**src/design/tifc_pkg.sv**
```systemverilog
// Package with the character codes and shared types of the meter-link frame checker.
`default_nettype none

package tifc_pkg;

   localparam int CHAR_WIDTH = 7;
   localparam int SUM_WIDTH  = 6;

   localparam logic [CHAR_WIDTH-1:0] CHAR_NUL = 7'h00;
   localparam logic [CHAR_WIDTH-1:0] CHAR_STX = 7'h02;
   localparam logic [CHAR_WIDTH-1:0] CHAR_ETX = 7'h03;
   localparam logic [CHAR_WIDTH-1:0] CHAR_LF  = 7'h0A;
   localparam logic [CHAR_WIDTH-1:0] CHAR_CR  = 7'h0D;
   localparam logic [CHAR_WIDTH-1:0] SUM_BIAS = 7'h20;

   localparam logic [1:0] GROUP_LEN_FULL = 2'd2;

   typedef struct packed {
      logic                  frame_active;
      logic                  prev_was_etx;
      logic [SUM_WIDTH-1:0]  group_sum;
      logic [CHAR_WIDTH-1:0] last_char;
      logic [CHAR_WIDTH-1:0] prior_char;
      logic [1:0]            group_len;
      logic                  groups_seen;
      logic                  group_failed;
   } state_type;

   typedef struct packed {
      logic [CHAR_WIDTH-1:0] data_char;
      logic                  char_stored;
      logic                  in_frame;
      logic                  group_done;
      logic                  group_ok;
      logic                  frame_done;
      logic                  frame_ok;
   } result_type;

   localparam state_type STATE_RESET = '{
      frame_active: 1'b0,
      prev_was_etx: 1'b0,
      group_sum:    '0,
      last_char:    '0,
      prior_char:   '0,
      group_len:    2'd0,
      groups_seen:  1'b0,
      group_failed: 1'b0
   };

endpackage

`default_nettype wire

```
**src/design/tifc_step.sv**
```systemverilog
// Next-state and result logic for one received character of the frame checker.
`default_nettype none

module tifc_step (
   input  wire logic [7:0]          rx_byte,
   input  wire tifc_pkg::state_type state_cur,
   output tifc_pkg::state_type      state_nxt,
   output tifc_pkg::result_type     result
);

   logic [tifc_pkg::CHAR_WIDTH-1:0] c;
   logic [tifc_pkg::CHAR_WIDTH-1:0] expect_char;
   logic                            group_full;
   logic                            sum_match;

   assign c           = rx_byte[6:0];
   assign group_full  = (state_cur.group_len == tifc_pkg::GROUP_LEN_FULL);
   assign expect_char = {1'b0, state_cur.group_sum} + tifc_pkg::SUM_BIAS;
   assign sum_match   = group_full && (expect_char == state_cur.last_char);

   always_comb begin
      state_nxt          = state_cur;
      result.data_char   = c;
      result.char_stored = 1'b0;
      result.group_done  = 1'b0;
      result.group_ok    = 1'b0;
      result.frame_done  = 1'b0;
      result.frame_ok    = 1'b0;

      if (!state_cur.frame_active) begin
         if ((c == tifc_pkg::CHAR_STX) && state_cur.prev_was_etx) begin
            state_nxt              = tifc_pkg::STATE_RESET;
            state_nxt.frame_active = 1'b1;
         end else begin
            state_nxt.prev_was_etx = (c == tifc_pkg::CHAR_ETX);
         end
      end else if (c == tifc_pkg::CHAR_ETX) begin
         result.frame_done = 1'b1;
         result.frame_ok   = state_cur.groups_seen && !state_cur.group_failed;
         state_nxt         = tifc_pkg::STATE_RESET;
      end else if (c != tifc_pkg::CHAR_NUL) begin
         result.char_stored = 1'b1;
         if (c == tifc_pkg::CHAR_CR) begin
            result.group_done      = 1'b1;
            result.group_ok        = sum_match;
            state_nxt.groups_seen  = 1'b1;
            state_nxt.group_failed = state_cur.group_failed || !sum_match;
            state_nxt.group_sum    = '0;
            state_nxt.last_char    = '0;
            state_nxt.prior_char   = '0;
            state_nxt.group_len    = 2'd0;
         end else if (c != tifc_pkg::CHAR_LF) begin
            if (group_full) begin
               state_nxt.group_sum = state_cur.group_sum
                                     + state_cur.prior_char[tifc_pkg::SUM_WIDTH-1:0];
            end else begin
               state_nxt.group_len = state_cur.group_len + 2'd1;
            end
            state_nxt.prior_char = state_cur.last_char;
            state_nxt.last_char  = c;
         end
      end

      result.in_frame = state_nxt.frame_active;
   end

endmodule

`default_nettype wire

```
**src/design/teleinfo_frame_checker_unit.sv**
```systemverilog
// Top level of the meter-link frame checker: input register, checker state and result register.
`default_nettype none

// The unit takes one received byte per item, clears its parity bit and tracks
// frames and groups of the historic meter-link format, giving exactly one result
// item per input item. A byte is captured in an input register when it is
// accepted, and the checker state and the result register are updated from it
// once the result register is free, so an item passes the input register and
// the result register on its way to the result port. One item is taken every
// cycle as long as the result side keeps taking results; the group checksum
// state is updated combinationally from each byte and does not limit that rate.
module teleinfo_frame_checker_unit (
   input  wire logic       clock,
   input  wire logic       reset,
   input  wire logic       req_valid,
   output      logic       req_ready,
   input  wire logic [7:0] req_rx_byte,
   output      logic       rsp_valid,
   input  wire logic       rsp_ready,
   output      logic [6:0] rsp_data_char,
   output      logic       rsp_char_stored,
   output      logic       rsp_in_frame,
   output      logic       rsp_group_done,
   output      logic       rsp_group_ok,
   output      logic       rsp_frame_done,
   output      logic       rsp_frame_ok
);

   logic                 in_valid_ff;
   logic                 in_valid_in;
   logic [7:0]           in_byte_ff;
   logic                 out_valid_ff;
   logic                 out_valid_in;
   tifc_pkg::result_type out_result_ff;
   tifc_pkg::state_type  state_ff;
   tifc_pkg::state_type  state_in;
   tifc_pkg::result_type step_result;
   logic                 out_free;
   logic                 advance;

   assign out_free     = !out_valid_ff || rsp_ready;
   assign advance      = in_valid_ff && out_free;
   assign req_ready    = !in_valid_ff || advance;
   assign in_valid_in  = (req_valid && req_ready) || (in_valid_ff && !advance);
   assign out_valid_in = advance || (out_valid_ff && !rsp_ready);

   tifc_step u_step (
      .rx_byte   (in_byte_ff),
      .state_cur (state_ff),
      .state_nxt (state_in),
      .result    (step_result)
   );

   always_ff @(posedge clock) begin
      if (reset) begin
         in_valid_ff  <= 1'b0;
         out_valid_ff <= 1'b0;
         state_ff     <= tifc_pkg::STATE_RESET;
      end else begin
         in_valid_ff  <= in_valid_in;
         out_valid_ff <= out_valid_in;
         if (advance) begin
            state_ff <= state_in;
         end
      end
   end

   always_ff @(posedge clock) begin
      if (req_valid && req_ready) begin
         in_byte_ff <= req_rx_byte;
      end
      if (advance) begin
         out_result_ff <= step_result;
      end
   end

   assign rsp_valid       = out_valid_ff;
   assign rsp_data_char   = out_result_ff.data_char;
   assign rsp_char_stored = out_result_ff.char_stored;
   assign rsp_in_frame    = out_result_ff.in_frame;
   assign rsp_group_done  = out_result_ff.group_done;
   assign rsp_group_ok    = out_result_ff.group_ok;
   assign rsp_frame_done  = out_result_ff.frame_done;
   assign rsp_frame_ok    = out_result_ff.frame_ok;

`ifndef SYNTHESIS
   a_group_ok_needs_done: assert property (@(posedge clock) disable iff (reset)
      rsp_valid && rsp_group_ok |-> rsp_group_done)
      else $error("Group reported good without a closed group.");

   a_group_inside_frame: assert property (@(posedge clock) disable iff (reset)
      rsp_valid && rsp_group_done |-> rsp_in_frame && rsp_char_stored)
      else $error("Group closed outside a frame.");

   a_frame_end_leaves_frame: assert property (@(posedge clock) disable iff (reset)
      rsp_valid && rsp_frame_done |-> !rsp_in_frame && !rsp_char_stored)
      else $error("Frame end left the checker inside a frame.");

   a_state_holds_when_stalled: assert property (@(posedge clock) disable iff (reset)
      !advance |=> $stable(state_ff))
      else $error("Checker state changed without a processed item.");
`endif

endmodule

`default_nettype wire
```
**config.mk**
```make
export PLATFORM = sky130hd
export DESIGN_NAME = teleinfo_frame_checker_unit
export DESIGN_NICKNAME = d
export VERILOG_FILES = /design/src/design/tifc_pkg.sv /design/src/design/tifc_step.sv /design/src/design/teleinfo_frame_checker_unit.sv
export SDC_FILE = /design/constraint.sdc
export NUM_CORES = 1
export LEC_CHECK = 0
export BUFFER_PORTS_ARGS = -buffer_cell sky130_fd_sc_hd__buf_2
export CORE_MARGIN = 8
export CORE_UTILIZATION = 48
export DETAILED_ROUTE_END_ITERATION = 8
export PLACE_DENSITY_LB_ADDON = 0.2
export SLEW_MARGIN = 20
export SYNTH_ARGS = -nofsm -noshare
export SYNTH_HDL_FRONTEND = slang
export SYNTH_SLANG_ARGS = --single-unit
export TNS_END_PERCENT = 100
```
**constraint.sdc**
```tcl
create_clock -name clock -period 2.9 [get_ports clock]
set_input_delay 0 -clock clock [delete_from_list [all_inputs] [get_ports clock]]
set_output_delay 0 -clock clock [all_outputs]
set_load 0.02 [all_outputs]
```
**Word level (Yosys, flattened, before mapping)**

Cells that the tools add are included.

- Register bits after elaboration: 47
- Input port bits: 12
- Output and inout port bits: 15
- Word-level logic and storage cells: 80

- Add/sub/neg operators: 3
- Equal/unequal tests: 12
- Muxes and demuxes: 15
- Bitwise gates (word level): 3
- Reduce and logical (&&, ||, !) cells: 29

Operator list:

| kind | number |
|---|---|
| $mux W24 | 3 |
| $mux W22 | 2 |
| $mux W26 | 1 |
| $eq A7 B2 Y1 const B | 2 |
| $mux W2 | 5 |
| $reduce_and A5 Y1 | 2 |
| $ne A4 B1 Y1 const B | 2 |
| $reduce_and A4 Y1 | 2 |
| $add A6 B6 Y7 const B | 1 |
| $eq A7 B4 Y1 const B | 1 |
| $eq A7 B7 Y1 | 1 |
| $logic_and A1 B1 Y1 | 7 |
| $ne A7 B4 Y1 const B | 1 |
| $reduce_bool A7 Y1 | 1 |
| $add A6 B6 Y6 | 1 |
| $logic_not A1 Y1 | 6 |
| $mux W6 | 1 |
| $ne A3 B1 Y1 const B | 2 |
| $logic_or A1 B1 Y1 | 5 |
| $ne A4 B4 Y1 const B | 1 |
| $reduce_and A2 Y1 | 2 |
| $reduce_or A4 Y1 | 1 |
| $mux W1 | 3 |
| $not A1 Y1 | 3 |
| 6 further kinds | 6 |

**Longest topological paths before layout**

- Depth after elaboration: 9
- Depth in mapped cells: 8

**By module**

Synthesis repeated with hierarchy kept, for this count alone.

- Cell total of the unflattened synthesis: 294
- Area, all modules: 2962.8 um2

By module, submodules not included:

| module | times used | cells an instance | area an instance (um2) | sequential area each (um2) |
|---|---|---|---|---|
| teleinfo_frame_checker_unit | 1 | 144 | 1881.8 | 1191.1 |
| tifc_step | 1 | 150 | 1081.0 | 0.0 |

**Least setup slack after synthesis**

No wires, ideal clock.

- Path type: reg2reg
- Start point: register out_valid_ff, in the netlist rsp_valid
- End point: register state_ff[23] (netlist name)
- Library setup time: 0.086 ns
- Arrival: 1.822 ns
- Data required time: 2.814 ns
- Slack: 0.993 ns
- Cell stages (with the launch flop): 8
- Clock period less this slack: 1.907 ns
- Cell sequence: dfxtp_1 > nor2b_1 > nand2b_1 > clkbuf_1 > inv_1 > nand2_1 > o41a_1 > a211oi_1

- Longest elaborated chain between the ends: 4

Ends and longest elaborated chain:

| element | line | text |
|---|---|---|
| start, declared | teleinfo_frame_checker_unit.sv:32 | `logic out_valid_ff;` |
| start signal, assigned | teleinfo_frame_checker_unit.sv:61 | `out_valid_ff <= out_valid_in;` |
| $logic_not A1 Y1 | teleinfo_frame_checker_unit.sv:41 | `assign out_free = !out_valid_ff \|\| rsp_ready;` |
| $logic_or A1 B1 Y1 | teleinfo_frame_checker_unit.sv:41 |  |
| $logic_and A1 B1 Y1 | teleinfo_frame_checker_unit.sv:42 | `assign advance = in_valid_ff && out_free;` |
| via advance | teleinfo_frame_checker_unit.sv:39 | `logic advance;` |
| $reduce_and A5 Y1 (no source line) | - |  |
| end signal, assigned | teleinfo_frame_checker_unit.sv:58 | `state_ff <= tifc_pkg::STATE_RESET;` |
| end signal, assigned | teleinfo_frame_checker_unit.sv:63 | `state_ff <= state_in;` |
| end, declared | teleinfo_frame_checker_unit.sv:35 | `tifc_pkg::state_type state_ff;` |

The timed path passes the listed nets, and every way through them passes these cells.
A chain may end at the register's enable or synchronous reset.

**Final worst setup path**

- Start point: register in_byte_ff[4]
- End point: register state_ff[12] (netlist name)

- Longest elaborated chain between the ends: 5
- Elaborated cells on any way between the ends: 14
- Classes of those cells: 6 x eq/ne; 4 x mux; 4 x reduce/logical

Ends and longest elaborated chain:

| element | line | text |
|---|---|---|
| start, declared | teleinfo_frame_checker_unit.sv:31 | `logic [7:0] in_byte_ff;` |
| start signal, assigned | teleinfo_frame_checker_unit.sv:70 | `in_byte_ff <= req_rx_byte;` |
| $eq A7 B4 Y1 | tifc_step.sv:43 | `if (c == tifc_pkg::CHAR_CR) begin` |
| $mux W22 | tifc_step.sv:43 |  |
| $mux W24 | tifc_step.sv:41 | `end else if (c != tifc_pkg::CHAR_NUL) begin` |
| $mux W24 | tifc_step.sv:37 | `end else if (c == tifc_pkg::CHAR_ETX) begin` |
| $mux W26 | tifc_step.sv:30 | `if (!state_cur.frame_active) begin` |

Several ways; a longest one is shown, not always the timed one. The select of a mux whose other input is x is not followed.

==> qor.csv <==
metric,value,unit
drive_above_1_share,0.167,
grt_max_degree,28,
min_path_type,input pin to flop,
cellLeakagePower,0.845,nW
cp_max_fo,13,
max_freq,420,MHz
cts_buffers,5,
clk_latency,0.30,ns
first_iter_violations,118,
drc,0,
synth_xor_area_frac,0.0159,
grt_overflow,0,
synth_edf_count,20,
row_count,24,
yosysTopAreaCell,edfxtp_1,
drt-vias-per-instance,5.67,
initial_utilization,0.504,
critical_path_class,flop to flop,
cts_hold_buffers,8,
grtUsageMet3,0.0371,
fin_ws,0.519,ns
grtUsageTotal,0.135,
cp-end-kind,flop,
post_cts_buffers,0,
seq_area_frac_synth,0.517,
synth_cell_types,48,
dr.pass1.iters,4,
root_buffer,clkbuf_8,
synth-simple-area-share,0.236,
grt_pass1_wl,7960,um
syn_nets,241,
busiest_layer,met2,
antenna_cells,0,
vias,1724,
worstMarginPinSlew,1.04,ns
ys_async_sr_fraction,0,
synth_top_area_share,0.272,
syn_inst,222,
die_area,7030,um2
min_period,2.38,ns
grt_use_met2,0.216,
finalPower,0.00117,W
ioPinCount,27,
irDropWorstVdd,0.000403,V
grt_pass1_vias,1670,
io_buffer_count,25,
place_congestion,0.809,
powerDensity,464,nW/um2
finalClockSkew,0.00493,ns
ant_nets,0,
yosys_warnings,0,
synth_area_leaders,"edfxtp_1 (27%), dfxtp_1 (24%), a21oi_1 (5.4%), nand2_1 (3.7%), nand3_1 (3.6%)",
finalSetupViolCount,0,
synth_mux_area_frac,0,
slew_headroom,0.302,
core-area,4380,um2
final_hold_viol_count,0,
routed_wl,4460,um
numClockSinks,47,
pre_cts_slack,0.574,ns
grt_setup_unrepaired,no,
synth_fa_ha_area_frac,0.0431,
synth_top_family_by_area,simple AND/OR/NAND/NOR gates,
ff2ff_setup_slack,0.52,ns
grt_use_met1,0.168,
outcome,"finished, final reports clean",
synth_seq_cells,47,
clk_pin_slew,0.08,ns
cts_resized,0,
wl_per_cell,14.7,um
clockBufferDepth,2,
maxCapViolCount,0,
start_kind,flop,
synth-compound-area-share,0.146,
cts.htree.levels,2,
slew_viol_final,0,
synthToLayoutAreaGrowth,13.8,%
cts_tree,done,
chipWidth,83.8,um
nets,270,
antenna_found_initial,0,
synth_flop_cell,dfxtp_1,
finalCritPeriodShare,0.821,
avgSynthCellArea,9.95,um2
die_y,83.8,um
worst_ep_required_time,3.12,ns
syn-cell-area,2210,um2
arrival,2.60,ns
setup_tns,0,ns
hpwl,3180,um
==> critical path: stages, from the launching register on <==
cell,delay (ns)
edfxtp_1,0.48
nor3_2,0.32
a31oi_1,0.17
nor4_2,0.91
nand4_1,0.22
a21oi_1,0.20
==> Yosys cell counts (2+ instances only) <==
master    instances
dfxtp_1          27
a21oi_1          24
nand2_1          22
edfxtp_1         20
nand3_1          16
inv_1            11
nor2_1           10
clkbuf_1          8
o21ai_1           8
ha_1              6
a211oi_1          5
o21ai_0           5
nand2b_1          4
nand4_1           4
nor2b_1           4
nor3b_1           4
xnor2_1           4
nand3b_1          3
nand4b_1          3
nor3_1            3
a21o_1            2
a31oi_1           2
and2_1            2
==> area by class of cell <==
class	count	area, um2
clock inverters	3	20.0
inverters	11	41.3
well taps	52	65.1
fillers	397	1870
multi-input cells	153	972
clock buffers	5	68.8
repair buffers	33	205
flip-flops and latches	47	1140
==> routing by layer <==
layer  vias to the layer above  share of wire  wire, um
met5                         -              0         0
met4                         0          0.014        63
met3                         8          0.044       194
met2                        33           0.47      2110
met1                       815           0.47      2090
li1                        868              -         -
==> path summary, 6_finish.rpt <==
check                       to          start  depth (start not counted)
setup / recovery  state_ff[12]  in_byte_ff[4]                          5
hold / removal       rsp_valid      rsp_ready                          4
setup reg to reg  state_ff[12]  in_byte_ff[4]                          5
hold reg to reg    state_ff[6]    state_ff[6]                          2
==> state kept, by name (all words and copies together), names as in the netlist <==
signal and count:
in_byte_ff 7, in_valid_ff 1, rsp_char_stored 1, rsp_data_char 7, rsp_frame_done 1, rsp_frame_ok 1, rsp_group_done 1, rsp_group_ok 1
rsp_in_frame 1, rsp_valid 1, state_ff 25
==> stage by stage <==
stage / util / area [um2] / hold WS, ns / std cells
2_1_floorplan: - / 2210 / 0.0989 / 222
3_3_place_gp: 0.535 / 2340 / 0.177 / 288
3_5_place_dp: 0.535 / 2340 / 0.179 / 288
4_1_cts: 0.573 / 2510 / 0.00382 / 304
5_1_grt: 0.573 / 2510 / 0.0367 / 304
6_report: 0.573 / 2510 / 0.0102 / 304
==> report_power, final <==
part,switching [W],leakage [nW],internal [W]
logic,0.0000406,0.396,0.0000249
clock network,0.000215,0.0402,0.000168
registers,0.0000126,0.409,0.000705
total,0.000269,0.845,0.000898
==> cell families (layout without fill, tap and decap cells) <==
logic type,Yosys count,in the layout
simple gates,88,88
compound gates,54,54
flops,47,47
buf+inv,22,52
fa+ha+maj,7,7
xor+xnor,4,4
==> placed cells by master (no fill, tap or decap), types with 5 or more instances in the layout <==
cell type / instances
a211oi_1: 5
clkbuf_8: 5
inv_1: 11
dfxtp_1: 27
nand2_1: 22
edfxtp_1: 20
nand3_1: 16
o21ai_1: 8
o21ai_0: 5
dlygate4sd3_1: 8
buf_2: 25
nor2_1: 10
ha_1: 6
a21oi_1: 24
No activity file was read; power rests on OpenSTA's default activity.
